==> config.mk <==
export PLATFORM = sky130hd
export DESIGN_NAME = pfsd_front
export DESIGN_NICKNAME = d
export VERILOG_FILES = /design/src/hw/rtl/pfsd_pkg.sv /design/src/hw/rtl/pfsd_front.sv
export SDC_FILE = /design/constraint.sdc
export NUM_CORES = 1
export LEC_CHECK = 0
export BUFFER_PORTS_ARGS = -buffer_cell sky130_fd_sc_hd__buf_2
export CORE_MARGIN = 5
export CORE_UTILIZATION = 52
export CTS_CLUSTER_SIZE = 28
export DETAILED_ROUTE_END_ITERATION = 8
export GPL_TIMING_DRIVEN = 1
export PLACE_DENSITY = 0.8
export SLEW_MARGIN = 5
export SYNTH_ARGS = -nofsm -noshare
export SYNTH_HDL_FRONTEND = slang
export SYNTH_SLANG_ARGS = --single-unit
export TNS_END_PERCENT = 30
==> constraint.sdc <==
create_clock -name clk -period 5 [get_ports clk]
set_input_delay 1.25 -clock clk [delete_from_list [all_inputs] [get_ports clk]]
set_output_delay 1.25 -clock clk [all_outputs]
set_load 0.02 [all_outputs]
==> src/hw/rtl/pfsd_pkg.sv <==
// Shared types and constants of the page free-space directory.
// Used by every module of the block; depends on nothing.
package pfsd_pkg;

  localparam int MAX_PAGES = 1024;
  localparam int PAGE_W    = 10;
  localparam int CNT_W     = 11;
  localparam int OFF_W     = 26;
  localparam int DCNT_W    = 4;

  localparam logic [15:0] RST_PAGE_BYTES     = 16'd4096;
  localparam logic [15:0] RST_PAGE_CAPACITY  = 16'd4064;
  localparam logic [7:0]  RST_SLOT_OVERHEAD  = 8'd8;
  localparam logic [15:0] RST_PAGES_PER_FILE = 16'd1024;

  localparam logic [1:0] CMD_INSERT = 2'd0;
  localparam logic [1:0] CMD_DELETE = 2'd1;
  localparam logic [1:0] CMD_LOOKUP = 2'd2;
  localparam logic [1:0] CMD_NOP    = 2'd3;

  localparam logic [1:0] REG_PAGE_BYTES     = 2'd0;
  localparam logic [1:0] REG_PAGE_CAPACITY  = 2'd1;
  localparam logic [1:0] REG_SLOT_OVERHEAD  = 2'd2;
  localparam logic [1:0] REG_PAGES_PER_FILE = 2'd3;

  localparam logic [2:0] ST_OK       = 3'd0;
  localparam logic [2:0] ST_TOO_BIG  = 3'd1;
  localparam logic [2:0] ST_NO_ENTRY = 3'd2;
  localparam logic [2:0] ST_ALREADY  = 3'd3;
  localparam logic [2:0] ST_FULL     = 3'd4;

  typedef struct packed {
    logic [15:0] page_bytes;
    logic [15:0] page_capacity;
    logic [7:0]  slot_overhead;
    logic [15:0] pages_per_file;
  } cfg_t;

  typedef struct packed {
    logic [1:0]        cmd;
    logic [PAGE_W-1:0] idx;
    logic [15:0]       size;
    logic [15:0]       need;
    logic              too_big;
  } qentry_t;

endpackage

==> src/hw/rtl/pfsd_front.sv <==
// Front end: accepts commands, checks insert sizes and queues the transaction.
// Depends on pfsd_pkg.
module pfsd_front (
  input  logic             clk,
  input  logic             rst_n,
  input  pfsd_pkg::cfg_t   cfg,
  input  logic             start,
  output logic             busy,
  input  logic [1:0]       cmd,
  input  logic [9:0]       page_index,
  input  logic [15:0]      rec_bytes,
  input  logic             pop,
  output logic             q_nonempty,
  output pfsd_pkg::qentry_t q_head
);
  import pfsd_pkg::*;

  qentry_t     q_r [2];
  logic        wp_r, rp_r;
  logic [1:0]  cnt_r;
  logic        push;
  logic [16:0] need;
  qentry_t     ent;

  assign busy       = (cnt_r == 2'd2);
  assign q_nonempty = (cnt_r != 2'd0);
  assign q_head     = q_r[rp_r];
  assign push       = start && !busy && (cmd != CMD_NOP);

  always_comb begin
    need        = {1'b0, rec_bytes} + {9'd0, cfg.slot_overhead};
    ent.cmd     = cmd;
    ent.idx     = page_index;
    ent.size    = rec_bytes;
    ent.need    = need[15:0];
    ent.too_big = (rec_bytes > cfg.page_bytes) || (need > {1'b0, cfg.page_capacity});
  end

  always_ff @(posedge clk) begin
    if (push) begin
      q_r[wp_r] <= ent;
    end
    if (!rst_n) begin
      wp_r  <= 1'b0;
      rp_r  <= 1'b0;
      cnt_r <= 2'd0;
    end else begin
      if (push) wp_r <= ~wp_r;
      if (pop && q_nonempty) rp_r <= ~rp_r;
      cnt_r <= cnt_r + {1'b0, push} - {1'b0, pop && q_nonempty};
    end
  end
endmodule

Word level (Yosys, flattened, before mapping)
Memory sizes are Yosys's and may differ from the RTL's. A register that Yosys moved wholly into a read port is not among the register bits.
Cells that the tools add are included.
{"block": "totals", "ff_bits": 4, "latchBits": 0, "ramBits": 90, "romBits": 0, "output_inout_bits": 47, "wordCells": 23, "memories": 1}
{"name": "q_r", "depth": 2, "width": 45, "rd": 1, "rd_clocked_by_memory_dff": 1, "wr": 1, "line_no": "pfsd_front.sv:18", "text": "qentry_t q_r [2];"}
{"block": "classes", "addsub": 3, "mul": 0, "n_div": 0, "n_lt_le_gt_ge": 2, "eq_ne": 2, "n_shift": 0, "n_mux": 4, "bitwise": 2, "n_reduce_logical": 6}
{"operator": "adder 16 x 8 -> 17 bit", "count": 1}
{"operator": "> comparator 17 x 16 -> 1 bit", "count": 1}
{"operator": "> comparator 16 bit", "count": 1}
{"operator": "two-way mux 1 bit", "count": 4}
{"operator": "logical AND 1 bit", "count": 3}
{"operator": "adder 2 x 1 -> 2 bit", "count": 1}
{"operator": "equality test 2 bit, second input constant", "count": 1}
{"operator": "inequality test 2 bit, second input constant", "count": 1}
{"operator": "NOT 1 bit", "count": 2}
{"operator": "nonzero test 2 bit", "count": 1}
{"operator": "subtractor 2 x 1 -> 2 bit", "count": 1}
{"operator": "zero test 1 bit", "count": 1}
{"operator": "logical OR 1 bit", "count": 1}

Depth between registers and ports, before layout
Gate-level depths: netlist of run 1.
{"block": "logic_depth", "ltp_word": 6, "depth_mapped": 15, "depth_no_buf": 15}

Worst setup path before layout of run 1
Ideal clock, no wire load.
{"block": "synth_path", "kind": "input to register", "from": "input port cfg[16] (netlist bit)", "to": "memory q_r[0][0] (netlist bit), data pin", "setup_ns": 0.280, "t_arrival_ns": 3.693, "required_time_ns": 4.720, "path_slack_ns": 1.027, "path_stages": 14, "path_cell_list": "ha_1 fa_1 a21oi_1 nor2b_1 o311ai_1 nor2b_1 xnor2_1 ha_1 a211oi_1 nor2_1 nor3_1 o21ai_0 a21oi_1 o221ai_1"}
{"item": "start, declared", "line_no": "pfsd_front.sv:6", "text": "input pfsd_pkg::cfg_t cfg,"}
{"item": "end, declared", "line_no": "pfsd_front.sv:18"}

==> results, run 1 <==
- The first global-routing pass estimated ~16,000 um of wire.
- Measured against the total synthesized area, the mux share comes to 10.75%.
- The number of buffer cells added on primary ports is around 120.
- The root buffer selected by CTS is sky130_fd_sc_hd__clkbuf_8.
- The worst-case headroom to the max-slew limit is a little over a quarter.
- The largest single stage delay on the critical path is ~400 ps.
- On the critical path, the stage with the largest delay is an instance of sky130_fd_sc_hd__fa_1.
- The min-delay analysis places its worst path in the category reg2reg.
- By area, the combinational part of the netlist is dominated by adder cells.
- The synthesized netlist devotes roughly 5.6% of its cell area to compound gates.
- TritonCTS built the clock tree.
- For this run, the detailed router's first-pass iteration total came to 4.
- Dividing the synthesized area by the synthesized cell count gives approximately 14 um2.
- The die covers approximately 0.011 mm2.
- At the worst endpoint, the required time is roughly 5100 ps.
- Summed over all nets, the switching power comes to roughly 750 uW.
- The critical path class is in2reg.
- Of all nets on the critical path, the largest fanout is 4.
- Leaving out fill and tap cells, the most frequent cell in the layout is sky130_fd_sc_hd__buf_2.
- Global routing used around 18% of the available tracks.
- The longest clock path from root to sink contains 2 buffers.
- In this run, synthesis inferred 90 flip-flops with an integrated enable.
- The non-filler instance count after layout is around 570.
- The pin slew with the least headroom to its limit is roughly 1100 ps.
- The number of buffers and inverters on the critical path is 1.
- The area growth from synthesis to layout is 19.98%.
- The die is approximately 110 um tall.
- In this run switching power makes up around 33% of total power.
- Counting buffers and inverters, the worst setup path is 15 cells deep.
- The final hold slack is between 500 and 600 ps.
- IR analysis of the VDD net gives a maximum drop of around 0.0002 V.
- The warning count from the yosys run is 0.
- The share of synthesized cell area in and, or, nand and nor gates is about 6.3%.
- The netlist uses 34 different library cells.
- The run finished with clean final reports.
- Clock-pin slew was measured on the worst setup and hold paths at around 100 ps.
- In the finished design, the share of the clock period the worst path needs comes to around 82%.
- The filler cells instantiated in the layout total roughly 660.
- Registers are responsible for a little under half of the overall power.
- sky130_fd_sc_hd__edfxtp_1 takes more of the synthesized area than any other cell.
- The flip-flop cell with the highest count after synthesis is sky130_fd_sc_hd__edfxtp_1.
- After detailed routing, the number of remaining DRC violations is 0.
- Of the total synthesized cell area, the portion taken by full adders, half adders and majority gates is a little under an eighth.
- Cell internal power was estimated by the tool at about 1.5 mW.
- The worst setup path is captured at a flop.
- The critical path goes through buf_2, ha_1, fa_1, a21oi_1, nor2b_1, o311ai_1, nor2b_1, xnor2_1, ha_1, a211oi_1, nor2_1, nor3_1, o21ai_0, a21oi_1, o221ai_1.
- The number of nets handed over by synthesis was between 400 and 500.
- The final-stage net count is 591.
- Among cell families on the critical path, the largest total delay comes from compound AO/OA/AOI/OAI gates.
- Timing would allow up to between 200 and 250 MHz.
- After routing, the total negative slack on setup checks comes to 0 ps.
- The top cell types in the final layout, fill and taps aside, are sky130_fd_sc_hd__buf_2 (118), sky130_fd_sc_hd__edfxtp_1 (90), sky130_fd_sc_hd__mux2_2 (45), sky130_fd_sc_hd__ha_1 (42), sky130_fd_sc_hd__inv_1 (34).
- The sum of routed wire length over all layers is approximately 9600 um.
- Setup repair after global routing left no endpoint under its margin.
- The summed instance area of the synthesized netlist is about 0.0047 mm2.
- The total power of the final layout is approximately 2.3 mW.
- The final antenna-violating net count is 0.
- The setup violation total in the final timing report is 0.
- The count of final hold-check violations is 0.
- After global routing the overflow that remains totals 0.
- By area the synthesized netlist is led by sky130_fd_sc_hd__edfxtp_1 (57%), sky130_fd_sc_hd__ha_1 (11%), sky130_fd_sc_hd__mux2_2 (11%).
- The smallest clock period supported by the final layout is computed as a little over 4000 ps.
- Counting cells, the worst reg-to-reg path comes to 5.
- Of the synthesized area, sequential elements account for 59.43%.
- Of all flip-flops after synthesis, the portion carrying an async set or reset was 0%.
- Of the total power, the clock network draws a little under a quarter.
- The post-CTS repair timing setup buffer count is 0.
- The worst setup path is launched from an input port.
- The area share of the largest cell type after synthesis is a little under three fifths.
- The number of clock buffers added by TritonCTS is 9.
- The leakage power summed over all cells is roughly 2.4 nW.
- In this run the horizontal extent of the chip is about 110 um.
- The cell count after synthesis is around 330.
- The total area inside the core boundary comes to roughly 0.0088 mm2.
- The total vias in the final route is 3,055.
- Summing all non-filler instances in the final layout gives an area of 0.005658 mm2.
- For the worst-skew pair, the clock arrives at the later sink with an insertion delay of between 300 and 400 ps.
- The worst hold path stage count is 2.
- The number of max-cap violations is 0.
- The number of placed instances, taps included, is around 560.
- The routability congestion estimate from global placement is 0.8156.
- Once layout is complete, the utilization of the core stands at between 60 and 70%.
- At the worst endpoint, the arrival time is 4150 ps.
- The number of sinks on the clock net is between 90 and 100.
- The xor-xnor portion of the synthesized cell area is 3.157%.
- The cell row count is 34.
- The initial cell density of the core is 53.81%.
- Once the clock tree was built, the resizer swapped 0 gates to a different size.
- After detailed placement, the total cell area comes to 0.005449 mm2.
- OpenSTA, run right after detailed placement, puts the worst setup slack at around 560 ps.
- The number of storage elements in the synthesis netlist is 95.
- The initial detailed-routing violation count is about 150.
- Entering global routing, the biggest net connects 46 pins.
- Setup slack on the worst reg-to-reg path comes out at between 2000 and 3000 ps.
- Dividing the detail-routed wire length by the instance count gives 16.72 um.
- The number of diodes added for antenna fixing is 0.
- The number of buffers inserted for hold repair after clock tree synthesis is 0.
- The number of global-route vias before repair is about 3,300.
- The initial antenna violation count is 1.
- The post-route worst setup slack is about 920 ps.
- The worst clock skew on the final layout is 7.586 ps.
- Per report_power, the combinational group accounts for a little under a third of the total.
- The fraction of layout cells with a size suffix above 1 is approximately two fifths.
- Power spread over the standard cell area amounts to between 400 and 500 mW/mm2.
- The count of H-tree levels built during CTS is 3.
- The placed wire-length estimate is a little over 7000 um.
- Pin placement for this block handled 135 I/O pins.
- The per-cell via count in the routed design is 5.332.
- The final count of pins violating max slew is 0.
[worst register-to-register path: stages (launching register included)]
cell                      delay, ps
sky130_fd_sc_hd__dfxtp_1        340
sky130_fd_sc_hd__nor2b_1        150
sky130_fd_sc_hd__a21oi_1        120
sky130_fd_sc_hd__nand2_1        180
sky130_fd_sc_hd__nor2_4         860
sky130_fd_sc_hd__buf_4          370
[sequential cells by signal, summed over array words and instances (netlist names), named ones only]
| signal | cells |
|---|---|
| wp_r | 1 |
| rp_r | 1 |
| q_r | 90 |
| cnt_r | 2 |
[layer usage]
metal  vias up  global-route usage [%]  part of all wire [%]
met5         -                       0                 0.073
met4         2                   5.571                   1.5
met3        13                   3.545                   4.6
met2        79                   30.43                    50
met1      1473                   22.23                    43
li1       1488                       -                     -
[layout make-up]
class / instances / area [um2] / share of cell area [%]
Clock buffer: 9 / 123.9 / 2.189
Clock inverter: 7 / 85.08 / 1.504
Inverter: 34 / 127.6 / 2.256
Multi-Input combinational cell: 200 / 1777 / 31.40
Sequential cell: 95 / 2804 / 49.56
Tap cell: 108 / 135.1 / 2.388
Timing Repair Buffer: 120 / 605.6 / 10.70
[final timing paths]
path	startpoint	to
worst max-delay path	rec_bytes[0]	q_r[0][0]
worst min-delay path	rp_r	flop
worst max register to register	cnt_r[1]	q_r[0][7]
worst min register to register	rp_r	flop
[cells by family (layout without fill, tap and decap cells)]
family	after synthesis	after routing
buf+inv	39	170
simple gates	58	58
flops	95	95
xor+xnor	17	17
mux	45	45
fa+ha+maj	43	43
compound gates	37	37
[power groups by stage]
stage / Combinational, mW / Clock [mW] / Sequential, mW
5_1_grt: 0.765 / 0.573 / 1.07
3_3_place_gp: 0.687 / 0 / 1.07
3_5_place_dp: 0.706 / 0 / 1.07
2_1_floorplan: 0.525 / 0 / 1.02
6_report: 0.701 / 0.529 / 1.05
4_1_cts: 0.711 / 0.539 / 1.06
[synthesized netlist by cell type, types with 6 or more instances]
cell and instances:
sky130_fd_sc_hd__a21o_1 7, sky130_fd_sc_hd__a21oi_1 14, sky130_fd_sc_hd__edfxtp_1 90, sky130_fd_sc_hd__ha_1 42, sky130_fd_sc_hd__inv_1 34, sky130_fd_sc_hd__mux2_2 45, sky130_fd_sc_hd__nand2_1 10, sky130_fd_sc_hd__nand3_1 10
sky130_fd_sc_hd__nor2_1 9, sky130_fd_sc_hd__nor2b_1 6, sky130_fd_sc_hd__nor3_1 6, sky130_fd_sc_hd__xnor2_1 14
(Power assumes the default switching activity.)
==> inputs of run 2 (changes only) <==
- CORE_UTILIZATION: 52 -> 47
- PLACE_DENSITY: 0.8 -> 0.76
- clock period: 5 -> 3.4 ns (I/O delays scaled with it)
==> run 2 against run 1 <==
- sequential power rose by 45%
- critical path depth up 1
- final area rose by 7.3%
- first-iteration DRC count shrank 12%
- register-to-register slack got worse by 1100 ps
- flip-flop and latch count unchanged
- wire length increased by 5.8%
- clock-buffer cell count grew 1
- setup slack lost 840 ps
- non-clock buffer count is 37 higher
- clock power grew 39%
- sequential share of layout area fell by 3.4 points
- critical path type unchanged
- critical endpoint unchanged
==> results, run 2 (synthesis gave the netlist of run 1 again) <==
- The flow ran to the end, and the final reports show no timing, DRC or antenna violations.
- The total vias in the final route is ~3,100.
- The post-route minimum period is 3329 ps.
- After layout, the worst path uses 97.90% of the clock period.
- CTS built an H-tree with a depth of 3.
- The clock net in this run drives a total of 95 sinks.
- The final count of pins violating max slew is 0.
- The critical path class is in2reg.
- The number of global-route vias before repair is around 3,300.
- The detail route stage leaves a number of antenna-violating nets equal to 0.
- Routability-driven placement finished with a final weighted congestion of 0.8006.
- Measured along the x axis, the die boundary spans between 100 and 150 um.
- Leaving out fill and tap cells, the most frequent cells in the layout are sky130_fd_sc_hd__buf_2 (118), sky130_fd_sc_hd__edfxtp_1 (90), sky130_fd_sc_hd__mux2_2 (45), sky130_fd_sc_hd__ha_1 (41), sky130_fd_sc_hd__buf_4 (36).
- From synthesis to final layout, the design area changed by 28.73%.
- The clock-pin slew on the worst setup and hold paths is around 90 ps.
- The tool flagged a number of max-cap violations equal to 0.
- Of all nets on the critical path, the largest fanout is 5.
- Across the VDD grid, the largest voltage drop is roughly 0.00028 V.
- The total grt overflow is 0.
- The most common cell after layout, fill and taps aside is sky130_fd_sc_hd__buf_2.
- The final layout contains routed wiring with a total length of around 10,000 um.
- The number of diodes added for antenna fixing is 0.
- The final-stage net count is 628.
- The placed wire-length estimate is 7687 um.
- In this run the static leakage power is approximately 2.6 nW.
- The post-route worst setup slack is just over 70 ps.
- The root buffer selected by CTS is sky130_fd_sc_hd__clkbuf_8.
- The first detailed-routing pass took 4 iterations.
- The number of placed I/O pins is 135.
- Global routing used between 10% and 20% of the available tracks.
- The nature of the critical path startpoint is an input port.
- The clock tree from TritonCTS is built.
- The per-cell via count in the routed design is roughly 5.0.
- The largest registers in the layout are q_r: 90 flops, cnt_r: 2 flops.
- The initial cell density of the core is approximately half.
- The number of buffers added by the clock tree synthesis step is 9.
- Entering global routing, the biggest net connects 35 pins.
- The pre-CTS setup slack is -396.2 ps.
- The first routing iteration left 130 violations.
- The clock reaches the later pin of the worst-skew pair after 370 ps.
- For the worst setup path, the data required time is 3500 ps.
- The maximum clock frequency is approximately 300 MHz.
- The core region is approximately 0.0098 mm2.
- At the worst endpoint, the arrival time is 3430 ps.
- The initial antenna violation count is 1.
- The number of buffer cells added on primary ports is between 100 and 150.
- The DRC violation count after routing is 0.
- The cell row count is 36.
- In this run, placement finished with an instance count of 617.
- The type of the most critical hold path is reg2reg.
- Cells with a size suffix above 1 make up between 40% and 50% of the layout.
- Headroom to the max-slew limit came out at between 50 and 60%.
- The count of final hold-check violations is 0.
- The power density over the cells is between 500 and 600 mW/mm2.
- The most flop-heavy register is q_r.
- The end-of-flow core utilization is between 60% and 70%.
- The capturing element type of the critical path is a flop.
- For the pin with the worst max-slew slack, the measured transition is approximately 620 ps.
- The finished layout holds roughly 640 standard cells, fillers aside.
- The die is 110.2 um tall.
- The first global-routing pass estimated approximately 16,000 um of wire.
- The setup violation total in the final timing report is 0.
- The worst clock skew on the final layout is 10.38 ps.
- The number of buffers inserted for hold repair after clock tree synthesis is 0.
- The average wire per standard cell is ~16 um.
- The register with the most flip-flops in the layout has 90 of them.
- The buffer depth of the longest clock path is 2.
- The die covers roughly 0.012 mm2.
run 2: final timing paths:
kind,cells after the start,slack [ps],to,start
setup / recovery,16,70,q_r[0][0],rec_bytes[0]
setup reg to reg,9,1570,cnt_r[1],cnt_r[1]
hold reg to reg,2,560,rp_r,rp_r
hold / removal,2,560,rp_r,rp_r
run 2: routing by layer:
layer	track usage [%]	routed length (um)	vias up
met5	0	12	-
met4	5.189	138	2
met3	5.242	658	12
met2	29.29	4999	82
met1	20.91	4328	1488
li1	-	-	1564
run 2: critical path, stage by stage:
cell                       delay [ps]
sky130_fd_sc_hd__buf_2            120
sky130_fd_sc_hd__ha_4             160
sky130_fd_sc_hd__fa_2             350
sky130_fd_sc_hd__a21oi_2          130
sky130_fd_sc_hd__nor2b_1           70
sky130_fd_sc_hd__o311ai_2         240
sky130_fd_sc_hd__buf_4            180
sky130_fd_sc_hd__a21oi_4           70
sky130_fd_sc_hd__nand3_2          120
sky130_fd_sc_hd__xnor2_2          130
sky130_fd_sc_hd__ha_1             270
sky130_fd_sc_hd__a21o_1           160
sky130_fd_sc_hd__a21oi_1          170
sky130_fd_sc_hd__o21ai_0          120
sky130_fd_sc_hd__a21oi_1          160
sky130_fd_sc_hd__o221ai_2         120
run 2: area by class of cell:
class / instances / area [um2]
Fill cell: 777 / 3704
Inverter: 34 / 127.6
Sequential cell: 95 / 2804
Clock buffer: 10 / 127.6
Tap cell: 133 / 166.4
Multi-Input combinational cell: 200 / 1856
Timing Repair Buffer: 157 / 920.9
Clock inverter: 6 / 68.82
run 2: what timing repair did:
action                                  4_1_cts  5_1_grt
hold endpoints to repair                      0        0
gates resized for setup                       0        7
buffers inserted                              0        2
endpoints found under the setup margin        0        2
run 2: power by group:
| part | internal, mW | leakage [nW] | switching, mW | total (mW) |
|---|---|---|---|---|
| clock network | 0.344 | 0.0968 | 0.392 | 0.736 |
| registers | 1.44 | 0.874 | 0.0712 | 1.52 |
| logic | 0.536 | 1.62 | 0.641 | 1.18 |
run 2: metrics by stage:
step / setup TNS (ps) / hold slack, ps / area (um2) / power, mW
after global routing: -28.15 / 615.5 / 6071 / 3.620
after CTS: 0 / 555.4 / 6011 / 3.458
after detailed placement: -792.3 / 525.4 / 5814 / 2.721
after global placement: -664.9 / 520.0 / 5814 / 2.685
final: 0 / 556.6 / 6071 / 3.428
after floorplan: -1820 / 504.2 / 4752 / 2.279
==> inputs of run 3 (changes only) <==
- BUFFER_PORTS_ARGS: -buffer_cell sky130_fd_sc_hd__buf_2 -> -buffer_cell sky130_fd_sc_hd__buf_4
==> run 3 against run 2 <==
- setup slack lost 50 ps
- clock power is essentially flat
- total power grew 3.1%
- largest cell class unchanged
- die area is the same
- highest routed layer is now met4
- non-clock buffer count shrank 8
- sequential power is essentially flat
- final area grew 3.7%
==> results, run 3 (synthesis gave the netlist of run 1 again) <==
- The detailed-routing iteration count for the pre-antenna-repair pass is 4.
- Routability-driven placement finished with a final weighted congestion of a little under 0.8.
- The critical path class is in2reg.
- The worst clock skew on the final layout is ~4.1 ps.
- Setup repair after global routing could not meet its margin everywhere.
- The total track usage is between 10% and 20%.
- The post-route fraction of the period consumed by the critical path is between 90% and 100%.
- Walking the worst path, the cells encountered are buf_4, ha_4, fa_2, a21oi_2, nor2b_2, o311ai_4, nor2b_4, xnor2_2, ha_1, a211oi_2, nor2_1, nor3_1, o21ai_1, a21oi_1, o221ai_2.
- The fill cell instance count of the final layout is approximately 760.
- The area growth from synthesis to layout is 33.46%.
- STA classifies the critical path startpoint as an input port.
- The pin count of the biggest net entering global routing is 33.
- Hold timing on the final database bottoms out at a slack of 550.1 ps.
- The worst hold path begins at rp_r.
- The count of final hold-check violations is 0.
- The largest registers in the layout are q_r: 90 flops, cnt_r: 2 flops.
- For this run, design rule violations remaining after detail routing come to 0.
- Dividing total power by cell area gives a power density of between 500 and 600 mW/mm2.
- The number of buffers added by the clock tree synthesis step is 9.
- Dividing the detail-routed wire length by the instance count gives about 16 um.
- The library cells used most frequently in the layout, excluding fill and tap cells, are sky130_fd_sc_hd__buf_4 (146), sky130_fd_sc_hd__edfxtp_1 (90), sky130_fd_sc_hd__mux2_2 (45), sky130_fd_sc_hd__ha_1 (41), sky130_fd_sc_hd__inv_1 (34).
- The total overflow left after global routing is 0.
- The first global-routing pass estimated 15,750 um of wire.
- Cells with a size suffix above 1 make up a little under half of the layout.
- Among all stages on the critical path, the largest delay is contributed by sky130_fd_sc_hd__fa_2.
- The arrival time of the worst setup path is around 3500 ps.
- Counting every sink on the clock net gives between 90 and 100.
- The final-stage net count is a little over 600.
- The data required time of the critical path is approximately 3500 ps.
- At the pin with the least slew margin, the transition time is 602.5 ps.
- The maximum clock frequency is 296.0 MHz.
- The routed design has 10,160 um of wire.
- The die extent in x is approximately 110 um.
- Once placement completed, the tool counted placed cells totaling slightly above 600.
- Once layout is complete, the cells apart from fillers number approximately 630.
- Ranked by flip-flop count, first place goes to q_r.
- For this block, the via count after detailed routing is 3,131.
- The depth of the most critical reg-to-reg path is 5.
- The placeable core region is roughly 0.0098 mm2.
- The initial detailed-routing violation count is between 150 and 200.
- The library cell used most frequently in the layout, excluding fill and tap cells, is sky130_fd_sc_hd__buf_4.
- The most critical setup path has its endpoint at q_r[1][0].
- The number of placed I/O pins is between 100 and 150.
- The clock tree from TritonCTS is built.
- The cell row count is 36.
- In this design, the stage delay of the slowest critical-path cell is 350 ps.
- Max-cap violations in this run came to 0.
- The number of global-route vias before repair is roughly 3,300.
- The root buffer selected by CTS is sky130_fd_sc_hd__clkbuf_8.
- The worst-case IR drop observed on VDD is a little over 0.0003 V.
- For this design the static power due to leakage is around 2.6 nW.
- The initial antenna violation count came to 0.
- The capturing element type of the critical path is a flop.
- After clock tree synthesis, the flow added hold-fix buffers numbering 0.
- The initial cell density of the core is about half.
- Setup violations remaining at the end of the flow were counted as 0.
- From bottom edge to top edge, the die measures 110.2 um.
- In this run the tool buffered the top-level ports with around 120 buffer cells.
- Once detail routing completed, the nets flagged for antenna violations numbered 0.
- In this run the critical register-to-register path is captured at q_r[0][23].
- The count of H-tree levels built during CTS is 3.
- The final count of pins violating max slew is 0.
- Measured against its own limit, the worst slew margin works out to between 50 and 60%.
- The number of diodes added for antenna fixing is 0.
- The flow ran to the end, and the final reports show no timing, DRC or antenna violations.
- The worst path in the final design needs a cycle of 3379 ps, including I/O delays and setup.
- The later-pin clock latency in the skew report is about 360 ps.
- The die area is around 0.012 mm2.
- The buffer depth of the longest clock path is 2.
- The clock-pin slew on the worst setup and hold paths is about 90 ps.
- The largest fanout of any net on the critical path is 2.
- The flip-flop count of the largest register after layout is 90.
- Summed over all nets, the half-perimeter wirelength after detailed placement is approximately 7600 um.
- The origin of the critical flop-to-flop path is cnt_r[1].
- In this run the worst setup path begins at rec_bytes[0].
- The per-cell via count in the routed design is between 4 and 5.
- The type of the most critical hold path is reg2reg.
- Across all register-to-register paths, the minimum setup slack is between 1500 and 2000 ps.
run 3: cell count changes in the layout (fill, tap and decap cells not counted), sizes merged:
cell / previous run / this run
buf: 157 / 149
clkbuf: 10 / 9
clkinv: 3 / 2
clkinvlp: 1 / 2
inv: 35 / 36
run 3: final cells by class:
type | instances | area [um2] | share of cell area [%]
repair buffers | 149 | 1156 | 18.37
well taps | 133 | 166.4 | 2.644
multi-input cells | 200 | 1846 | 29.32
inverters | 34 | 127.6 | 2.028
clock inverters | 7 | 70.07 | 1.113
clock buffers | 9 | 123.9 | 1.968
flip-flops and latches | 95 | 2804 | 44.55
run 3: worst min path at each step:
stage | endpoint | cells after the start
3_3_place_gp | rp_r | 2
5_1_grt | rp_r | 2
2_1_floorplan | flop | 2
4_1_cts | flop | 2
6_report | flop | 2
3_5_place_dp | flop | 2
run 3: repair_timing:
| item | 4_1_cts | 5_1_grt |
|---|---|---|
| pin swaps | 2 | 9 |
| resized for setup | 1 | 5 |
| setup endpoints to repair | 2 | 2 |
| buffers inserted | 0 | 1 |
| endpoints found under the hold margin | 0 | 0 |
run 3: routing by layer:
layer  wire, um  part of all wire, %  GRT usage, %  vias to the layer above
met1       4282                   42         22.07                     1492
met5          0                    0             0                        -
met4        209                  2.1         7.212                        0
met2       4993                   49         28.68                       83
li1           -                    -             -                     1541
met3        673                  6.6         4.252                       15
run 3: critical path: cells and delay by family:
family	cells	cell delay (ps)
compound gates	6	1050
fa+ha+maj	3	780
simple gates	4	540
xor+xnor	1	140
buf+inv	1	120
run 3: through the flow:
step | setup slack, ps | total power [mW] | cell area [um2] | TNS (ps) | utilization [%]
floorplan | -39.52 | 2.279 | 4752 | -1820 | -
global placement | -338.4 | 2.795 | 6057 | -676.8 | 61.97
detailed placement | -431.6 | 2.825 | 6057 | -863.2 | 61.97
CTS | 13.50 | 3.568 | 6259 | 0 | 64.03
global route | -128.7 | 3.734 | 6294 | -256.9 | 64.39
finish | 21.38 | 3.536 | 6294 | 0 | 64.39
run 3: where the power goes:
| part | leakage [nW] | switching (mW) | internal (mW) |
|---|---|---|---|
| logic | 1.68 | 0.648 | 0.635 |
| clock network | 0.0913 | 0.399 | 0.340 |
| registers | 0.874 | 0.0699 | 1.44 |
